--- config.mk ---
export PLATFORM = sky130hd
export DESIGN_NAME = heartbeat_liveness_monitor
export DESIGN_NICKNAME = d
export VERILOG_FILES = /design/src/rtl/hlm_pkg.sv /design/src/rtl/hlm_ram.sv /design/src/rtl/heartbeat_liveness_monitor.sv
export SDC_FILE = /design/constraint.sdc
export NUM_CORES = 1
export LEC_CHECK = 0
export BUFFER_PORTS_ARGS = -buffer_cell sky130_fd_sc_hd__buf_2
export CAP_MARGIN = 10
export CELL_PAD_IN_SITES_DETAIL_PLACEMENT = 0
export CELL_PAD_IN_SITES_GLOBAL_PLACEMENT = 1
export CORE_MARGIN = 3
export CORE_UTILIZATION = 53
export DETAILED_ROUTE_END_ITERATION = 7
export PLACE_DENSITY_LB_ADDON = 0.2
export SLEW_MARGIN = 20
export SYNTH_ARGS = -nofsm -noshare
export SYNTH_HDL_FRONTEND = slang
export SYNTH_HIERARCHICAL = 1
export SYNTH_SLANG_ARGS = --single-unit
--- constraint.sdc ---
create_clock -name clock -period 11.7 [get_ports clock]
set_input_delay 0.585 -clock clock [delete_from_list [all_inputs] [get_ports clock]]
set_output_delay 0.585 -clock clock [all_outputs]
set_load 0.05 [all_outputs]
--- src/rtl/hlm_pkg.sv ---
`default_nettype none

package hlm_pkg;

   localparam int SLOTS  = 6;
   localparam int SLOT_W = (SLOTS > 1) ? $clog2(SLOTS) : 1;
   localparam logic [SLOT_W-1:0] LAST_SLOT = SLOT_W'(SLOTS - 1);

   // Slots that have a configured id byte; later slots read id zero
   localparam int ID_SLOTS = 6;
   localparam int ID_W     = 8 * ID_SLOTS;

   localparam logic [1:0] OP_TICK   = 2'd0;
   localparam logic [1:0] OP_ACK    = 2'd1;
   localparam logic [1:0] OP_REPORT = 2'd2;

   localparam logic [1:0] CSR_INTERVAL   = 2'd0;
   localparam logic [1:0] CSR_MISS_LIMIT = 2'd1;
   localparam logic [1:0] CSR_SLOT_IDS   = 2'd2;

   localparam logic [15:0] INTERVAL_RESET   = 16'd1000;
   localparam logic [7:0]  MISS_LIMIT_RESET = 8'd5;
   localparam logic [15:0] TICK_MAX         = 16'hFFFF;
   localparam logic [7:0]  MISS_MAX         = 8'hFF;

   typedef enum logic [1:0] {
      LINK_UNKNOWN = 2'd0,
      LINK_ONLINE  = 2'd1,
      LINK_OFFLINE = 2'd2
   } link_type;

   typedef enum logic [1:0] {
      EV_PROBE    = 2'd0,
      EV_INSERTED = 2'd1,
      EV_REMOVED  = 2'd2,
      EV_FLUSH    = 2'd3
   } evkind_type;

   typedef struct packed {
      link_type    status;
      logic [7:0]  miss;
      logic [7:0]  mtype;
      logic [7:0]  msub;
   } slot_entry_type;

   localparam int ENTRY_W = $bits(slot_entry_type);

   typedef enum logic [2:0] {
      S_IDLE,
      S_READ,
      S_WALK,
      S_REMOVE,
      S_PROBE,
      S_FLUSH,
      S_INSERT,
      S_REPORT
   } fsm_type;

   function automatic logic [7:0] slot_id(input logic [ID_W-1:0] ids, input logic [2:0] idx);
      logic [ID_W-1:0] shifted;
      shifted = ids >> {idx, 3'b000};
      if (32'(idx) >= ID_SLOTS) begin
         return 8'd0;
      end
      return shifted[7:0];
   endfunction

endpackage

`default_nettype wire

--- src/rtl/hlm_ram.sv ---
`default_nettype none

module hlm_ram #(
   parameter int WIDTH = 8,
   parameter int DEPTH = 8
) (
   input  wire logic                                    clock,
   input  wire logic                                    wr_en,
   input  wire logic [((DEPTH > 1) ? $clog2(DEPTH) : 1)-1:0] wr_addr,
   input  wire logic [WIDTH-1:0]                        wr_data,
   input  wire logic                                    rd_en,
   input  wire logic [((DEPTH > 1) ? $clog2(DEPTH) : 1)-1:0] rd_addr,
   output logic [WIDTH-1:0]                             rd_data
);

   logic [WIDTH-1:0] mem_ff [DEPTH];
   logic [WIDTH-1:0] rd_data_ff;

   always_ff @(posedge clock) begin
      if (wr_en) begin
         mem_ff[wr_addr] <= wr_data;
      end
      if (rd_en) begin
         rd_data_ff <= mem_ff[rd_addr];
      end
   end

   assign rd_data = rd_data_ff;

endmodule

`default_nettype wire

--- src/rtl/heartbeat_liveness_monitor.sv ---
// Sequence: a tick that starts no round and an unused operation finish in idle; a matching
// acknowledge passes read and update, then insert if the slot was not online; a report passes
// read, update and report per slot; a heartbeat round passes read, update and probe per slot,
// plus remove per removal and flush for the flush request. One request at a time; the slot
// memory walk (read, modify, write back, one slot after another through a RAM whose read and
// write ports share one slot address) sets the pace. Reset: synchronous, active high; registers
// return to defaults at once; per-slot valid bits make every slot read as zero until written.
`default_nettype none

module heartbeat_liveness_monitor (
   input  wire logic        clock,
   input  wire logic        reset,

   input  wire logic        req_valid,
   output logic             req_stall,
   input  wire logic [1:0]  req_operation,
   input  wire logic [7:0]  req_ack_module_id,
   input  wire logic [7:0]  req_ack_type,
   input  wire logic [7:0]  req_ack_subtype,

   output logic             rsp_valid,
   input  wire logic        rsp_stall,
   output logic [1:0]       rsp_event_kind,
   output logic [2:0]       rsp_slot_index,
   output logic [7:0]       rsp_event_module_id,
   output logic [7:0]       rsp_event_type,
   output logic [7:0]       rsp_event_subtype,
   output logic             rsp_last,

   input  wire logic        csr_valid,
   output logic             csr_ready,
   input  wire logic [1:0]  csr_index,
   input  wire logic [hlm_pkg::ID_W-1:0] csr_wdata
);

   import hlm_pkg::*;

   // ---------------------------------------------------------------- registers
   fsm_type            state_ff, state_in;

   logic [15:0]        interval_ff;
   logic [7:0]         miss_limit_ff;
   logic [ID_W-1:0]    slot_ids_ff;

   logic [15:0]        tick_ff;
   logic [SLOT_W-1:0]  flush_ptr_ff;
   logic [SLOT_W-1:0]  slot_ff;
   logic [1:0]         op_ff;
   logic [7:0]         ack_type_ff;
   logic [7:0]         ack_sub_ff;
   logic [SLOTS-1:0]   valid_ff;

   // Working copy of the slot between its write-back and its events
   logic [7:0]         old_type_ff, old_sub_ff;
   logic [7:0]         new_type_ff, new_sub_ff;
   logic               old_online_ff;

   // Flush candidate, captured as the walk passes its slot
   logic               flush_need_ff;
   logic [7:0]         flush_type_ff, flush_sub_ff;

   logic               rsp_valid_ff;
   evkind_type         rsp_kind_ff;
   logic [2:0]         rsp_slot_ff;
   logic [7:0]         rsp_id_ff, rsp_type_ff, rsp_sub_ff;
   logic               rsp_last_ff;

   // ---------------------------------------------------------------- request side
   logic               req_fire;
   logic [15:0]        tick_sat;
   logic               round_due;
   logic [SLOT_W-1:0]  flush_ptr_next;
   logic               ack_hit;
   logic [SLOT_W-1:0]  ack_slot;

   assign req_stall = (state_ff != S_IDLE);
   assign req_fire  = req_valid && !req_stall;
   assign csr_ready = 1'b1;

   assign tick_sat  = (tick_ff != TICK_MAX) ? tick_ff + 16'd1 : tick_ff;
   assign round_due = (tick_sat >= interval_ff);

   // Advance the round-robin flush pointer, wrapping at the last slot
   assign flush_ptr_next = (flush_ptr_ff >= LAST_SLOT) ? '0 : flush_ptr_ff + SLOT_W'(1);

   // Lowest slot whose configured id matches wins
   always_comb begin
      ack_hit  = 1'b0;
      ack_slot = '0;
      for (int i = SLOTS - 1; i >= 0; i--) begin
         if (slot_id(slot_ids_ff, 3'(i)) == req_ack_module_id) begin
            ack_hit  = 1'b1;
            ack_slot = SLOT_W'(i);
         end
      end
   end

   // ---------------------------------------------------------------- slot memory
   logic                ram_wr_en, ram_rd_en;
   logic [ENTRY_W-1:0]  ram_rd_data;
   slot_entry_type      cur_entry, tick_entry, new_entry;
   logic [7:0]          miss_up;
   logic                remove_now;

   hlm_ram #(
      .WIDTH (ENTRY_W),
      .DEPTH (SLOTS)
   ) u_slot_ram (
      .clock   (clock),
      .wr_en   (ram_wr_en),
      .wr_addr (slot_ff),
      .wr_data (new_entry),
      .rd_en   (ram_rd_en),
      .rd_addr (slot_ff),
      .rd_data (ram_rd_data)
   );

   // A slot never written reads as its reset value of all zeros. Only one slot is in
   // flight at a time, so the read-modify-write needs no forwarding.
   assign cur_entry = valid_ff[slot_ff] ? slot_entry_type'(ram_rd_data) : '0;

   // Heartbeat update: count a miss against an outstanding probe (saturating), drop the slot
   // offline at the limit, mark a fresh probe outstanding; an acknowledge sets it online instead.
   always_comb begin
      miss_up    = (cur_entry.miss != MISS_MAX) ? cur_entry.miss + 8'd1 : cur_entry.miss;
      remove_now = (cur_entry.miss != 8'd0) && (miss_up >= miss_limit_ff)
                   && (cur_entry.status != LINK_OFFLINE);
      tick_entry        = cur_entry;
      tick_entry.miss   = (cur_entry.miss == 8'd0) ? 8'd1 : miss_up;
      if (remove_now) begin
         tick_entry.status = LINK_OFFLINE;
         tick_entry.mtype  = 8'd0;
         tick_entry.msub   = 8'd0;
      end
      if (op_ff == OP_ACK) begin
         new_entry.status = LINK_ONLINE;
         new_entry.miss   = 8'd0;
         new_entry.mtype  = ack_type_ff;
         new_entry.msub   = ack_sub_ff;
      end else begin
         new_entry = tick_entry;
      end
   end

   // ---------------------------------------------------------------- sequencer
   logic out_free;
   assign out_free = !rsp_valid_ff || !rsp_stall;

   always_comb begin
      state_in = state_ff;
      unique case (state_ff)
         S_IDLE: begin
            if (req_fire) begin
               unique case (req_operation)
                  OP_TICK:   state_in = round_due ? S_READ : S_IDLE;
                  OP_ACK:    state_in = ack_hit ? S_READ : S_IDLE;
                  OP_REPORT: state_in = S_READ;
                  default:   state_in = S_IDLE;
               endcase
            end
         end
         S_READ:   state_in = S_WALK;
         S_WALK: begin
            unique case (op_ff)
               OP_TICK: state_in = remove_now ? S_REMOVE : S_PROBE;
               OP_ACK:  state_in = (cur_entry.status != LINK_ONLINE) ? S_INSERT : S_IDLE;
               default: state_in = S_REPORT;
            endcase
         end
         S_REMOVE: if (out_free) state_in = S_PROBE;
         S_PROBE: begin
            if (out_free) begin
               if (slot_ff != LAST_SLOT) begin
                  state_in = S_READ;
               end else begin
                  state_in = flush_need_ff ? S_FLUSH : S_IDLE;
               end
            end
         end
         S_FLUSH:  if (out_free) state_in = S_IDLE;
         S_INSERT: if (out_free) state_in = S_IDLE;
         S_REPORT: begin
            if (out_free) begin
               state_in = (slot_ff != LAST_SLOT) ? S_READ : S_IDLE;
            end
         end
         default:  state_in = S_IDLE;
      endcase
   end

   logic               emit;
   evkind_type         emit_kind;
   logic [SLOT_W-1:0]  emit_slot;
   logic [7:0]         emit_type, emit_sub;
   logic               emit_last;
   logic               slot_advance;

   always_comb begin
      ram_rd_en    = 1'b0;
      ram_wr_en    = 1'b0;
      emit         = 1'b0;
      emit_kind    = EV_PROBE;
      emit_slot    = slot_ff;
      emit_type    = new_type_ff;
      emit_sub     = new_sub_ff;
      emit_last    = 1'b0;
      slot_advance = 1'b0;
      unique case (state_ff)
         S_IDLE: begin
         end
         S_READ: ram_rd_en = 1'b1;
         S_WALK: ram_wr_en = (op_ff != OP_REPORT);
         S_REMOVE: begin
            // Removal reports the type held before the slot was cleared
            emit      = 1'b1;
            emit_kind = EV_REMOVED;
            emit_type = old_type_ff;
            emit_sub  = old_sub_ff;
         end
         S_PROBE: begin
            emit         = 1'b1;
            emit_kind    = EV_PROBE;
            emit_last    = (slot_ff == LAST_SLOT) && !flush_need_ff;
            slot_advance = out_free && (slot_ff != LAST_SLOT);
         end
         S_FLUSH: begin
            emit      = 1'b1;
            emit_kind = EV_FLUSH;
            emit_slot = flush_ptr_ff;
            emit_type = flush_type_ff;
            emit_sub  = flush_sub_ff;
            emit_last = 1'b1;
         end
         S_INSERT: begin
            emit      = 1'b1;
            emit_kind = EV_INSERTED;
            emit_last = 1'b1;
         end
         S_REPORT: begin
            // Anything not online, unknown included, reports as removed
            emit         = 1'b1;
            emit_kind    = old_online_ff ? EV_INSERTED : EV_REMOVED;
            emit_type    = old_type_ff;
            emit_sub     = old_sub_ff;
            emit_last    = (slot_ff == LAST_SLOT);
            slot_advance = out_free && (slot_ff != LAST_SLOT);
         end
         default: begin
         end
      endcase
   end

   // ---------------------------------------------------------------- state update
   always_ff @(posedge clock) begin
      if (reset) begin
         state_ff      <= S_IDLE;
         interval_ff   <= INTERVAL_RESET;
         miss_limit_ff <= MISS_LIMIT_RESET;
         slot_ids_ff   <= '0;
         tick_ff       <= '0;
         flush_ptr_ff  <= '0;
         slot_ff       <= '0;
         op_ff         <= OP_TICK;
         valid_ff      <= '0;
         flush_need_ff <= 1'b0;
         rsp_valid_ff  <= 1'b0;
      end else begin
         state_ff <= state_in;

         if (csr_valid && csr_ready) begin
            unique case (csr_index)
               CSR_INTERVAL:   interval_ff   <= csr_wdata[15:0];
               CSR_MISS_LIMIT: miss_limit_ff <= csr_wdata[7:0];
               CSR_SLOT_IDS:   slot_ids_ff   <= csr_wdata;
               default: begin
               end
            endcase
         end

         if (req_fire) begin
            op_ff <= req_operation;
            unique case (req_operation)
               OP_TICK: begin
                  tick_ff <= round_due ? '0 : tick_sat;
                  if (round_due) begin
                     slot_ff       <= '0;
                     flush_ptr_ff  <= flush_ptr_next;
                     flush_need_ff <= 1'b0;
                  end
               end
               OP_ACK: begin
                  slot_ff     <= ack_slot;
                  ack_type_ff <= req_ack_type;
                  ack_sub_ff  <= req_ack_subtype;
               end
               OP_REPORT: slot_ff <= '0;
               default: begin
               end
            endcase
         end

         if (state_ff == S_WALK) begin
            old_type_ff   <= cur_entry.mtype;
            old_sub_ff    <= cur_entry.msub;
            new_type_ff   <= new_entry.mtype;
            new_sub_ff    <= new_entry.msub;
            old_online_ff <= (cur_entry.status == LINK_ONLINE);
            if (ram_wr_en) begin
               valid_ff[slot_ff] <= 1'b1;
            end
            // Hold what the flush slot looks like once the walk has passed it
            if ((op_ff == OP_TICK) && (slot_ff == flush_ptr_ff)) begin
               flush_need_ff <= (new_entry.status != LINK_ONLINE);
               flush_type_ff <= new_entry.mtype;
               flush_sub_ff  <= new_entry.msub;
            end
         end

         if (slot_advance) begin
            slot_ff <= slot_ff + SLOT_W'(1);
         end

         if (out_free) begin
            rsp_valid_ff <= emit;
            if (emit) begin
               rsp_kind_ff <= emit_kind;
               rsp_slot_ff <= 3'(emit_slot);
               rsp_id_ff   <= slot_id(slot_ids_ff, 3'(emit_slot));
               rsp_type_ff <= emit_type;
               rsp_sub_ff  <= emit_sub;
               rsp_last_ff <= emit_last;
            end
         end
      end
   end

   assign rsp_valid           = rsp_valid_ff;
   assign rsp_event_kind      = rsp_kind_ff;
   assign rsp_slot_index      = rsp_slot_ff;
   assign rsp_event_module_id = rsp_id_ff;
   assign rsp_event_type      = rsp_type_ff;
   assign rsp_event_subtype   = rsp_sub_ff;
   assign rsp_last            = rsp_last_ff;

   // ---------------------------------------------------------------- assertions
   a_write_only_in_walk: assert property (@(posedge clock) disable iff (reset)
      ram_wr_en |-> (state_ff == S_WALK))
      else $error("slot memory written outside the update step");

   a_read_then_walk: assert property (@(posedge clock) disable iff (reset)
      (state_ff == S_READ) |=> (state_ff == S_WALK))
      else $error("slot read not followed by its update step");

   a_removal_not_last: assert property (@(posedge clock) disable iff (reset)
      ((state_ff == S_REMOVE) && out_free) |=> (rsp_valid && !rsp_last))
      else $error("removed event closed a round");

   a_flush_is_last: assert property (@(posedge clock) disable iff (reset)
      (rsp_valid && (rsp_event_kind == EV_FLUSH)) |-> rsp_last)
      else $error("flush request not marked last");

   a_slot_in_range: assert property (@(posedge clock) disable iff (reset)
      (slot_ff <= LAST_SLOT) && (flush_ptr_ff <= LAST_SLOT))
      else $error("slot pointer beyond the last slot");

endmodule

`default_nettype wire
* After elaboration in Yosys (flattened, before gate mapping)
Memories as Yosys holds them, arrays and structs flattened. A register that Yosys moved wholly into a read port is not among the register bits. Cells that the tools add are included.
Word-level totals: register bits after elaboration 202, memory bits (writable) 156, input port bits 81, output and inout bits 33, word-level logic and storage cells 178, memories kept 1
Cells by class: add/subtract/negate cells 4, $lt $le $gt $ge 6, equality and inequality tests 34, shifts and indexed selects 1, multiplexer cells 67, bitwise gates (word level) 2, reduce and logical (&&, ||, !) cells 37
Memory list:
- u_slot_ram.mem_ff | depth 6, bits a word 26, read ports 1, clocked after memory_dff 1, wr ports 1, RTL line hlm_ram.sv:16 | logic [WIDTH-1:0] mem_ff [DEPTH];
Operator list (count):
- $mux W3 | 20
- $mux W26 | 2
- $eq A8 B8 Y1 | 6
- $mux W16 | 3
- $shr A48 B6 Y8 | 1
- $mux W8 | 4
- $pmux W8 S2 | 2
- $mux W1 | 26
- $pmux W3 S7 | 1
- $add A16 B1 Y16 const B | 1
- $ge A16 B16 Y1 | 1
- $ne A16 B16 Y1 const B | 1
- $eq A3 B3 Y1 const B | 5
- $reduce_and A3 Y1 | 5
- $ne A2 B2 Y1 const B | 6
- $reduce_and A2 Y1 | 6
- $pmux W3 S3 | 1
- $add A8 B1 Y8 const B | 1
- $eq A2 B1 Y1 const B | 4
- $ge A8 B8 Y1 | 1
- $logic_not A8 Y1 | 1
- $ne A8 B8 Y1 const B | 1
- $pmux W2 S4 | 1
- $reduce_bool A8 Y1 | 1
- other kinds (28) | 50

* Depth between registers and ports, before layout
Gate-level depths: netlist of run 1.
depth in word-level cells 13, gate-level depth with buffers 24, mapped depth without buffers 20

* Modules after synthesis
Netlist of run 1, hierarchy kept.
By module, submodules not included:
- heartbeat_liveness_monitor | instances 1, cells an instance 1096, area an instance 10109.7 um^2, seq. area each 4994.8 um^2
- hlm_ram | instances 1, cells an instance 341, area an instance 6949.2 um^2, seq. area each 5465.2 um^2

* Worst setup path after synthesis of run 1
Ideal clock, no wire load.
path kind register to register, from reg slot_ff[2], to reg flush_sub_ff[5], data pin, library setup time 0.167 ns, arrival 4.253 ns, data required time 11.533 ns, slack 7.280 ns, stages on the path, launching flop included 23, path buffers 4, period minus slack after synthesis 4.420 ns, cells stage by stage dfxtp_1 -> buf_2 -> inv_1 -> nor3_1 -> or3_1 -> clkbuf_1 -> clkbuf_1 -> and2_1 -> ha_1 -> nand4_1 -> nor2_1 -> o31ai_1 -> nor2_1 -> o21bai_1 -> ha_1 -> nand2b_1 -> a2111o_1 -> a31oi_1 -> o21ai_0 -> o211a_1 -> nor2_2 -> buf_2 -> a22o_1
RTL lines:
- from (decl) | RTL line heartbeat_liveness_monitor.sv:47 | logic [SLOT_W-1:0] slot_ff;
- from (signal assigned) | RTL line heartbeat_liveness_monitor.sv:292 | slot_ff <= ack_slot;
- from (signal assigned) | RTL line heartbeat_liveness_monitor.sv:320 | slot_ff <= slot_ff + SLOT_W'(1);
- to (signal assigned) | RTL line heartbeat_liveness_monitor.sv:315 | flush_sub_ff <= new_entry.msub;
- to (decl) | RTL line heartbeat_liveness_monitor.sv:60 | logic [7:0] flush_type_ff, flush_sub_ff;

==> impl_metrics.sql, run 1 <==
INSERT INTO impl_metrics (metric_group, metric, value, unit) VALUES
('status', 'status', 'completed', ''),
('placement', 'detailedPlacementHpwl', '24800', 'um'),
('logic_synthesis', 'synth.distinct_cells', '74', ''),
('detailed_routing', 'vias_per_cell', '5.79', ''),
('logic_synthesis', 'synth-edff-count', '277', ''),
('worst_setup_path', 'crit_arrival', '6.19', 'ns'),
('sta', 'report.final.setup_viol', '0', ''),
('logic_synthesis', 'synth_top_flop_cell', 'edfxtp_1', ''),
('worst_setup_path', 'critical_path.endpoint_type', 'register', ''),
('detailed_routing', 'drt_pass1_iterations', '5', ''),
('placement', 'port_buffers', '112', ''),
('logic_synthesis', 'asyncSetResetFlopFracSynth', '0', '%'),
('global_route', 'global_route_wire_length_before_repair', '61300', 'um'),
('clock_network', 'cts_made_buffers', '41', ''),
('sta', 'fin_setup_tns', '0', 'ns'),
('logic_synthesis', 'yosys-top-cells-count', '277 x edfxtp_1, 208 x nand2_1, 108 x nor2_1', ''),
('finish', 'area.growth.synth_to_final', '12.4', '%'),
('worst_setup_path', 'timing_worst_setup_path_type', 'register to register', ''),
('sta', 'final_min_period_over_clock_period', '50.1', '%'),
('global_route', 'grt_antenna_before_repair', '0', ''),
('placement', 'globalplace.congestion', '0.852', ''),
('logic_synthesis', 'ys_ff_latch', '384', ''),
('sta', 'finalMaxSlewViolations', '0', ''),
('sta', 'hold_slack', '0.214', 'ns'),
('clock_network', 'cts_hold_buffers', '0', ''),
('power', 'power.leakage', '0.00685', 'uW'),
('clock_network', 'cts_htree_levels', '2', ''),
('global_route', 'grt_util_all_layers', '23.0', '%'),
('logic_synthesis', 'post_synth_inst_count', '1437', ''),
('floorplan', 'area_of_the_die', '34400', 'um2'),
('floorplan', 'pin_count', '114', ''),
('logic_synthesis', 'synth.cell_area', '17100', 'um2'),
('logic_synthesis', 'yosysWarnings', '6', ''),
('sta', 'final_hold_viol_count', '0', ''),
('global_route', 'gr-total-overflow', '0', ''),
('sta', 'maxSlewHeadroom', '25.3', '%'),
('detailed_routing', 'detail_route.wl_per_cell', '20.2', 'um'),
('sta', 'post_layout_min_period', '5.86', 'ns'),
('finish', 'drive_above_1_share', '16.2', '%'),
('sta', 'rsz0062_at_grt', 'false', ''),
('worst_setup_path', 'crit_slowest_cell', 'dfxtp_4', ''),
('worst_setup_path', 'critical_path.n_buffers_inverters', '1', ''),
('detailed_routing', 'dr.first_iter.drc_count', '944', ''),
('clock_network', 'cts.sink_count', '384', ''),
('clock_network', 'worst_skew_pair.late_latency', '0.54', 'ns'),
('floorplan', 'initial_core_utilization', '53.9', '%'),
('worst_setup_path', 'critPathRequiredTime', '12.03', 'ns'),
('min_path', 'worst_hold_check_path_type', 'input port to register', ''),
('clock_network', 'clock-root-buffer', 'clkbuf_16', ''),
('logic_synthesis', 'yosysTopAreaCellShare', '48.8', '%'),
('sta', 'max_frequency', '171', 'MHz'),
('floorplan', 'die_height', '185', 'um'),
('worst_setup_path', 'largest_stage_delay_on_the_critical_path', '0.87', 'ns'),
('sta', 'worst_tran_pin_value', '1.12', 'ns'),
('worst_setup_path', 'path_max_fanout', '45', ''),
('finish', 'num_antenna_cells', '0', ''),
('clock_network', 'clk_pin_slew', '0.06', 'ns'),
('logic_synthesis', 'netlist.top_cell.by_area', 'edfxtp_1', ''),
('logic_synthesis', 'synthMostInstantiatedCell', 'edfxtp_1', ''),
('worst_setup_path', 'timing.critical_path.from_type', 'register', ''),
('detailed_routing', 'drt_drc_violations_left', '0', ''),
('run', 'maxCapViolCount', '0', ''),
('finish', 'num-nets-final', '1641', ''),
('clock_network', 'cts.repair.resized', '0', ''),
('logic_synthesis', 'avg_synthesized_cell_area', '11.9', 'um2'),
('logic_synthesis', 'mappedNetlistNets', '1549', ''),
('clock_network', 'tritoncts_clock_tree', 'yes', ''),
('clock_network', 'maximum_count_of_clock_buffers_along_a_single_path', '3', ''),
('detailed_routing', 'ant_nets', '0', ''),
('global_route', 'maximum_number_of_pins_on_one_net_before_global_route_repair', '82', ''),
('placement', 'placement.setup.worst_slack', '5.86', 'ns');
-- logic make-up (layout without fill, tap and decap cells) --
family,count (synthesis),count (layout),share of synthesized area (%)
AOI/OAI and AO/OA,264,264,10.7
xor gates and xnor gates,75,75,3.85
adders and majority gates,31,31,2.27
buffers and inverters,120,242,3.58
DFF,384,384,61.3
muxes,102,102,6.01
other,1,1,0.0220
and+or+nand+nor,460,460,12.3
-- layer usage --
layer | global-route usage [%] | routed length, um
met2 | 36.3 | 18300
met5 | 0 | 0
met3 | 3.22 | 2330
met1 | 33.7 | 18200
met4 | 6.42 | 724
-- path summary, 6_finish.rpt --
path | startpoint | to | slack, ns | cells past startpoint
worst max-delay path | slot_ff[0] | u_slot_ram/mem_ff[0][4] | 5.84 | 19
worst min-delay path | req_ack_type[7] | ack_type_ff[7] | 0.21 | 1
worst max register to register | slot_ff[0] | u_slot_ram/mem_ff[0][4] | 5.84 | 19
worst min register to register | interval_ff[13] | interval_ff[13] | 0.46 | 2
-- cell usage in the layout, fill, tap and decap left out, types with 7 or more instances in the layout --
cell,n
a22o_1,42
nand4_1,15
a211o_1,10
nor2_2,8
xnor2_1,51
clkbuf_1,10
nor2_1,102
o21ai_0,22
inv_1,35
o22ai_1,9
nand3_1,26
a31oi_1,9
nand2b_1,12
mux2i_1,98
buf_4,22
xor2_1,24
clkbuf_16,42
clkinv_1,9
buf_2,111
edfxtp_1,277
a211oi_1,7
nand2_1,208
dfxtp_1,105
nor3_1,13
a22oi_1,19
and3_1,9
ha_1,31
or3_1,7
a21oi_1,88
a21oi_2,26
and2_1,23
-- metrics by stage --
step	power [uW]	area (um2)	util [%]	instances
after floorplan	1840	17100	-	1437
after global placement	1930	17900	56.6	1888
after detailed placement	1940	17900	56.6	1888
after CTS	3160	19200	60.6	1961
after global routing	3250	19200	60.6	1961
final	3140	19200	60.6	1961
-- sequential cells by signal (all words and copies together) (netlist names), 6 cells and up --
signal and flops:
u_slot_ram/mem_ff 156, slot_ids_ff 48, u_slot_ram/rd_data 26, interval_ff 16
tick_ff 16, ack_sub_ff 8, ack_type_ff 8, flush_sub_ff 8
flush_type_ff 8, miss_limit_ff 8, new_sub_ff 8, new_type_ff 8
old_sub_ff 8, old_type_ff 8, rsp_event_module_id 8, rsp_event_subtype 8
rsp_event_type 8, valid_ff 6
-- worst reg2reg max path: cells and delay by family, from the launching register on --
| family | cells | cell delay [ns] |
|---|---|---|
| mux | 1 | 0.28 |
| buf+inv | 1 | 0.24 |
| fa+ha+maj | 2 | 0.49 |
| compound gates | 7 | 1.83 |
| simple gates | 8 | 1.95 |
| flops | 1 | 0.87 |
-- layout make-up --
type	count	area, um2
fill	2545	12500
sequential	384	10500
multi-input combinational	933	6080
clock buffer	53	1100
timing repair buffer	133	721
tap	402	503
clock inverter	20	175
inverter	36	135
-- power breakdown --
| part | leakage (uW) | total, uW | switching, uW | internal, uW |
|---|---|---|---|---|
| combinational | 0.00284 | 346 | 220 | 126 |
| clock | 0.000617 | 1220 | 513 | 712 |
| sequential | 0.00339 | 1570 | 45.0 | 1520 |
Power figures use the tool's default switching activity.
==> run 2, diff against run 1 <==
- CORE_UTILIZATION: 53 -> 44
- clock period: 11.7 -> 5.2 ns (I/O delays scaled with it)
==> run 2 against run 1 <==
Register-to-register slack worse by 5.4 ns. Hold slack got worse by 0.16 ns. Sequential share of layout area decreased by 2.5 points. Sequential cell count unchanged. Via count rose by 0.38%. Critical endpoint is now u_slot_ram/mem_ff[4][8]. Largest cell class unchanged. Largest power group unchanged.
==> impl_metrics.sql, run 2 (synthesis gave the netlist of run 1 again) <==
INSERT INTO impl_metrics (metric_group, metric, value, unit) VALUES
('status', 'status', 'completed', ''),
('placement', 'port_buffers', '112', ''),
('worst_setup_path', 'timing.critical_path.from_type', 'register', ''),
('floorplan', 'std_cell_rows', '71', ''),
('floorplan', 'pin_count', '114', ''),
('sta', 'final_hold_viol_count', '0', ''),
('finish', 'num_antenna_cells', '0', ''),
('global_route', 'grt_util_all_layers', '20.4', '%'),
('floorplan', 'coreArea', '37900', 'um2'),
('worst_setup_path', 'critPathRequiredTime', '5.57', 'ns'),
('power', 'totalPowerFinal', '7340', 'uW'),
('sta', 'finalMaxSlewViolations', '0', ''),
('sta', 'fin_setup_tns', '0', 'ns'),
('run', 'maxCapViolCount', '0', ''),
('min_path', 'holdPathEnd', 'op_ff[0]', ''),
('global_route', 'grt_pass1_vias', '11400', ''),
('finish', 'layout_commonest_cell', 'edfxtp_1', ''),
('worst_setup_path', 'critical_path.endpoint_type', 'register', ''),
('floorplan', 'die_height', '203', 'um'),
('finish', 'layout.core_utilization', '53.0', '%'),
('min_path', 'holdPathStages', '3', ''),
('sta', 'report.final.setup_viol', '0', ''),
('finish', 'layout_common_cells', '277 x edfxtp_1, 208 x nand2_1, 111 x buf_2', ''),
('detailed_routing', 'detailroute.via_count', '11400', ''),
('finish', 'area.growth.synth_to_final', '17.8', '%'),
('clock_network', 'tritoncts_clock_tree', 'yes', ''),
('worst_setup_path', 'regToRegStartpoint', 'slot_ff[2]', ''),
('global_route', 'global_route_wire_length_before_repair', '65300', 'um'),
('power', 'power.leakage', '0.00721', 'uW'),
('power', 'irDropWorstVdd', '0.190', 'mV'),
('worst_setup_path', 'largest_stage_delay_on_the_critical_path', '0.53', 'ns'),
('finish', 'num-nets-final', '1711', ''),
('clock_network', 'post_cts.repair.setup_buffers', '0', ''),
('clock_network', 'worst_skew_pair.late_latency', '0.58', 'ns'),
('sta', 'maxSlewHeadroom', '29.7', '%'),
('placement', 'placed_cell_area', '18100', 'um2'),
('sta', 'max_frequency', '209', 'MHz'),
('detailed_routing', 'ant_nets', '0', ''),
('global_route', 'maximum_number_of_pins_on_one_net_before_global_route_repair', '76', ''),
('sta', 'clock_skew_after_layout', '0.0256', 'ns'),
('placement', 'globalplace.congestion', '0.813', ''),
('detailed_routing', 'vias_per_cell', '5.32', ''),
('detailed_routing', 'dr.first_iter.drc_count', '770', ''),
('clock_network', 'maximum_count_of_clock_buffers_along_a_single_path', '3', ''),
('worst_setup_path', 'regToRegEndpoint', 'u_slot_ram/mem_ff[4][8]', ''),
('placement', 'detailedPlacementHpwl', '25800', 'um'),
('min_path', 'worst_hold_check_path_type', 'input port to register', ''),
('detailed_routing', 'wl', '42100', 'um'),
('finish', 'largest_register_ffs', '156', ''),
('min_path', 'source_of_the_worst_hold_timing_path', 'req_operation[0]', ''),
('floorplan', 'area_of_the_die', '41200', 'um2'),
('global_route', 'gr-total-overflow', '0', ''),
('sta', 'rsz0062_at_grt', 'false', ''),
('worst_setup_path', 'worstRegToRegCells', '19', ''),
('finish', 'drive_above_1_share', '16.4', '%'),
('worst_setup_path', 'crit_arrival', '5.15', 'ns'),
('finish', 'filler_cell_count', '3286', ''),
('finish', 'final_cell_count_without_fillers', '2142', ''),
('clock_network', 'cts.sink_count', '384', ''),
('finish', 'registers.top_by_ff_count', 'u_slot_ram/mem_ff', ''),
('worst_setup_path', 'crit_slowest_cell', 'dfxtp_2', ''),
('clock_network', 'cts_htree_levels', '2', ''),
('worst_setup_path', 'r2r_setup_slack', '0.42', 'ns'),
('worst_setup_path', 'path_max_fanout', '16', ''),
('floorplan', 'initial_core_utilization', '45.0', '%'),
('floorplan', 'die_w', '203', 'um'),
('worst_setup_path', 'crit_start', 'slot_ff[2]', ''),
('clock_network', 'cts_made_buffers', '42', ''),
('finish', 'final_design_area_no_fill', '20100', 'um2'),
('power', 'pwr_density_cell', '365', 'nW/um2'),
('detailed_routing', 'drt_pass1_iterations', '5', ''),
('global_route', 'grt_antenna_before_repair', '0', ''),
('worst_setup_path', 'cp_cell_sequence', 'inv_1, nor3_1, or3_1, and2_1, ha_1, nand4_1, nor2_1, o31ai_1, nor2_1, o21bai_1, ha_1, nand2b_1, a2111o_1, a31oi_1, o21ai_1, o211a_1, nor2_2, buf_4, a22o_1', ''),
('sta', 'worst_tran_pin_value', '1.05', 'ns'),
('placement', 'placed_cells_incl_taps', '2002', ''),
('clock_network', 'clock-root-buffer', 'clkbuf_16', ''),
('clock_network', 'clk_pin_slew', '0.07', 'ns'),
('sta', 'post_layout_min_period', '4.78', 'ns'),
('sta', 'final_min_period_over_clock_period', '92.0', '%'),
('detailed_routing', 'drt_drc_violations_left', '0', ''),
('worst_setup_path', 'timing_worst_setup_path_type', 'register to register', ''),
('detailed_routing', 'detail_route.wl_per_cell', '19.6', 'um');
run 2: changes by cell type in the layout (fill, tap and decap cells not counted), sizes merged:
cell and change:
bufinv +2, dlygate4sd3 +64, clkinv -3, inv +4, buf +5
run 2: final cells by class:
type	instances	area, um2	share of cell area (%)
clock buffer	53	1120	5.58
clock inverter	23	270	1.34
inverter	36	135	0.672
multi-input combinational	933	6070	30.2
sequential	384	10500	52.1
tap	511	639	3.18
timing repair buffer	202	1400	6.96
run 2: how the worst max path moves through the flow:
stage,endpoint,depth (start not counted)
6_report,u_slot_ram/mem_ff[4][8],19
5_1_grt,u_slot_ram/mem_ff[2][11],20
4_1_cts,u_slot_ram/mem_ff[5][8],19
3_5_place_dp,u_slot_ram/mem_ff[0][8],19
3_3_place_gp,u_slot_ram/mem_ff[4][11],19
2_1_floorplan,flush_sub_ff[5],22
run 2: worst max-delay path: cells and delay by family (launching register included):
family	cells	cell delay (ns)
DFF	1	0.53
adders and majority gates	2	0.41
and+or+nand+nor	8	1.58
buffers and inverters	2	0.43
AOI/OAI and AO/OA	7	1.59
run 2: power breakdown:
part | switching, uW | internal (uW) | leakage, uW
clock network | 1230 | 1750 | 0.000682
registers | 70.5 | 3420 | 0.00339
logic | 547 | 318 | 0.00313
total | 1850 | 5490 | 0.00721
run 2: per-stage QoR:
step	setup WS (ns)	hold slack, ns
floorplan	0.780	0.359
global placement	0.560	0.438
detailed placement	0.494	0.438
CTS	0.410	0.0200
global route	0.0230	0.0642
finish	0.416	0.0567
run 2: what timing repair did:
action,4_1_cts,5_1_grt
hold buffers,64,0
hold endpoints to repair,81,0
endpoints found under the setup margin,0,128
gates resized for setup,0,1
run 2: layer usage:
metal | global-route usage (%) | wire [um]
met5 | 0 | 0
met4 | 5.39 | 760
met3 | 3.11 | 2160
met2 | 33.2 | 19700
met1 | 28.8 | 19500
==> run 3, diff against run 2 <==
- CORE_UTILIZATION: 44 -> 49
- clock period: 5.2 -> 4.5 ns (I/O delays scaled with it)
==> run 3 against run 2 <==
Final cell count fell by 2.7%. Highest routed layer unchanged. First-iteration DRC count increased by 1.9%. Setup slack worse by 0.14 ns. Global-route usage rose by 1.7 points. Critical path type unchanged.
==> impl_metrics.sql, run 3 (synthesis gave the netlist of run 1 again) <==
INSERT INTO impl_metrics (metric_group, metric, value, unit) VALUES
('worst_setup_path', 'regToRegEndpoint', 'u_slot_ram/mem_ff[0][15]', ''),
('worst_setup_path', 'regToRegStartpoint', 'slot_ff[0]', ''),
('power', 'switching_share', '24.5', '%'),
('sta', 'clock_skew_after_layout', '0.0260', 'ns'),
('floorplan', 'std_cell_rows', '67', ''),
('placement', 'globalplace.congestion', '0.839', ''),
('worst_setup_path', 'worstRegToRegCells', '19', ''),
('power', 'p_int', '6350', 'uW'),
('min_path', 'holdPathStages', '3', ''),
('power', 'pwr-share-comb', '12.0', '%'),
('global_route', 'grt_antenna_before_repair', '0', ''),
('worst_setup_path', 'timing.critical_path.from_type', 'register', ''),
('min_path', 'worst_hold_check_path_type', 'input port to register', ''),
('finish', 'layout.core_utilization', '59.1', '%'),
('floorplan', 'pin_count', '114', ''),
('clock_network', 'clock-root-buffer', 'clkbuf_16', ''),
('floorplan', 'initial_core_utilization', '50.2', '%'),
('finish', 'area.growth.synth_to_final', '17.6', '%'),
('detailed_routing', 'ant_nets', '0', ''),
('clock_network', 'cts_htree_levels', '2', ''),
('worst_setup_path', 'timing_worst_setup_path_type', 'register to register', ''),
('detailed_routing', 'vias_per_cell', '5.51', ''),
('floorplan', 'coreArea', '34000', 'um2'),
('placement', 'port_buffers', '112', ''),
('status', 'status', 'completed', ''),
('clock_network', 'maximum_count_of_clock_buffers_along_a_single_path', '3', ''),
('finish', 'layout_common_cells', '277 x edfxtp_1, 208 x nand2_1, 111 x buf_2', ''),
('sta', 'worst_tran_pin_value', '1.05', 'ns'),
('global_route', 'grt_util_all_layers', '22.2', '%'),
('finish', 'registers.top_by_ff_count', 'u_slot_ram/mem_ff', ''),
('worst_setup_path', 'path_max_fanout', '16', ''),
('clock_network', 'worst_skew_pair.late_latency', '0.56', 'ns'),
('worst_setup_path', 'crit_arrival', '4.60', 'ns'),
('global_route', 'global_route_wire_length_before_repair', '63300', 'um'),
('power', 'power.share.sequential', '47.9', '%'),
('power', 'irDropWorstVdd', '0.284', 'mV'),
('global_route', 'gr-total-overflow', '0', ''),
('detailed_routing', 'dr.first_iter.drc_count', '785', ''),
('sta', 'report.final.setup_viol', '0', ''),
('run', 'maxCapViolCount', '0', ''),
('floorplan', 'area_of_the_die', '37100', 'um2'),
('power', 'share_clk_of_total_power', '40.1', '%'),
('worst_setup_path', 'critPathRequiredTime', '4.88', 'ns'),
('clock_network', 'tritoncts_clock_tree', 'yes', ''),
('clock_network', 'clk_pin_slew', '0.07', 'ns'),
('worst_setup_path', 'crit_start', 'slot_ff[0]', ''),
('worst_setup_path', 'r2r_setup_slack', '0.28', 'ns'),
('sta', 'fin_setup_tns', '0', 'ns'),
('sta', 'max_frequency', '237', 'MHz'),
('power', 'power.leakage', '0.00723', 'uW'),
('power', 'pwr_density_cell', '419', 'nW/um2'),
('detailed_routing', 'drt_drc_violations_left', '0', ''),
('sta', 'rsz0062_at_grt', 'false', ''),
('detailed_routing', 'detail_route.wl_per_cell', '19.6', 'um'),
('finish', 'num-nets-final', '1719', ''),
('worst_setup_path', 'critical_path.endpoint_type', 'register', ''),
('sta', 'maxSlewHeadroom', '30.2', '%'),
('clock_network', 'cts.sink_count', '384', ''),
('clock_network', 'cts_made_buffers', '41', ''),
('placement', 'detailedPlacementHpwl', '25300', 'um'),
('detailed_routing', 'detailroute.via_count', '11500', ''),
('finish', 'layout_commonest_cell', 'edfxtp_1', ''),
('worst_setup_path', 'worst_setup_path_endpoint', 'u_slot_ram/mem_ff[0][15]', ''),
('finish', 'largest_register_ffs', '156', ''),
('power', 'total_switching_power', '2060', 'uW'),
('detailed_routing', 'drt_pass1_iterations', '5', ''),
('finish', 'filler_cell_count', '2790', ''),
('sta', 'final_hold_viol_count', '0', ''),
('floorplan', 'die_height', '193', 'um'),
('sta', 'post_layout_min_period', '4.22', 'ns'),
('sta', 'final_min_period_over_clock_period', '93.8', '%'),
('floorplan', 'die_w', '193', 'um'),
('sta', 'finalMaxSlewViolations', '0', ''),
('global_route', 'maximum_number_of_pins_on_one_net_before_global_route_repair', '76', ''),
('detailed_routing', 'wl', '40800', 'um'),
('global_route', 'grt_pass1_vias', '11400', ''),
('finish', 'drive_above_1_share', '17.6', '%');
==> run 3: final cells by class <==
type / instances / area [um2] / share of cell area (%)
flip-flops and latches: 384 / 10500 / 52.1
multi-input cells: 933 / 6080 / 30.3
repair buffers: 211 / 1480 / 7.37
clock buffers: 49 / 1060 / 5.26
well taps: 448 / 561 / 2.79
clock inverters: 23 / 287 / 1.43
inverters: 36 / 135 / 0.673
diodes: 1 / 2.50 / 0.0125
==> run 3: repair_timing <==
| action | 4_1_cts | 5_1_grt |
|---|---|---|
| buffers inserted | 0 | 1 |
| hold endpoints to repair | 81 | 0 |
| hold buffers | 64 | 0 |
| endpoints found under the setup margin | 0 | 129 |
| resized for setup | 0 | 19 |
==> run 3: metrics by stage <==
stage	total power (uW)	setup slack (ns)	hold WS, ns	cell area, um2	std cells
2_1_floorplan	4790	0.0803	0.324	17100	1437
4_1_cts	8470	0.0256	0.0336	20000	2083
3_3_place_gp	5050	0.167	0.403	18000	1947
3_5_place_dp	5060	0.0915	0.403	18000	1947
6_report	8410	0.280	0.0649	20100	2085
5_1_grt	8730	0.0343	0.0726	20100	2084
==> run 3: worst min path at each step <==
stage,from,to,slack (ns)
finish,req_operation[1],op_ff[1],0.06
global route,req_operation[0],op_ff[0],0.07
CTS,req_operation[1],op_ff[1],0.03
detailed placement,req_ack_type[6],ack_type_ff[6],0.40
global placement,req_ack_subtype[6],ack_sub_ff[6],0.40
floorplan,req_ack_subtype[0],ack_sub_ff[0],0.32
==> run 3: critical path, cell delays in order, from the launching register on <==
cell and delay (ns):
dfxtp_4 0.41, mux2i_1 0.21, nor3_1 0.09, or3_1 0.43
and2_1 0.20, ha_1 0.19, nand4_1 0.16, nor2_1 0.09
o31ai_2 0.14, nor2_1 0.10, o21bai_1 0.17, ha_1 0.26
nand2b_1 0.14, a2111o_1 0.40, a31oi_1 0.21, o21ai_2 0.11
o211a_1 0.18, nor2_2 0.14, buf_12 0.17, a22o_2 0.23
==> run 3: per-layer routing <==
| layer | wire [um] | vias to the layer above | track usage, % |
|---|---|---|---|
| li1 | - | 5522 | - |
| met1 | 19000 | 5599 | 31.6 |
| met2 | 18400 | 315 | 35.0 |
| met3 | 2610 | 61 | 3.96 |
| met4 | 789 | 0 | 6.22 |
| met5 | 0 | - | 0 |
==> run 3: power by group through the flow <==
stage / Sequential [uW] / Combinational (uW) / Clock [uW]
4_1_cts: 4030 / 1000 / 3440
5_1_grt: 4040 / 1100 / 3590
3_3_place_gp: 4100 / 945 / 0
2_1_floorplan: 4100 / 683 / 0
3_5_place_dp: 4100 / 953 / 0
6_report: 4030 / 1010 / 3370
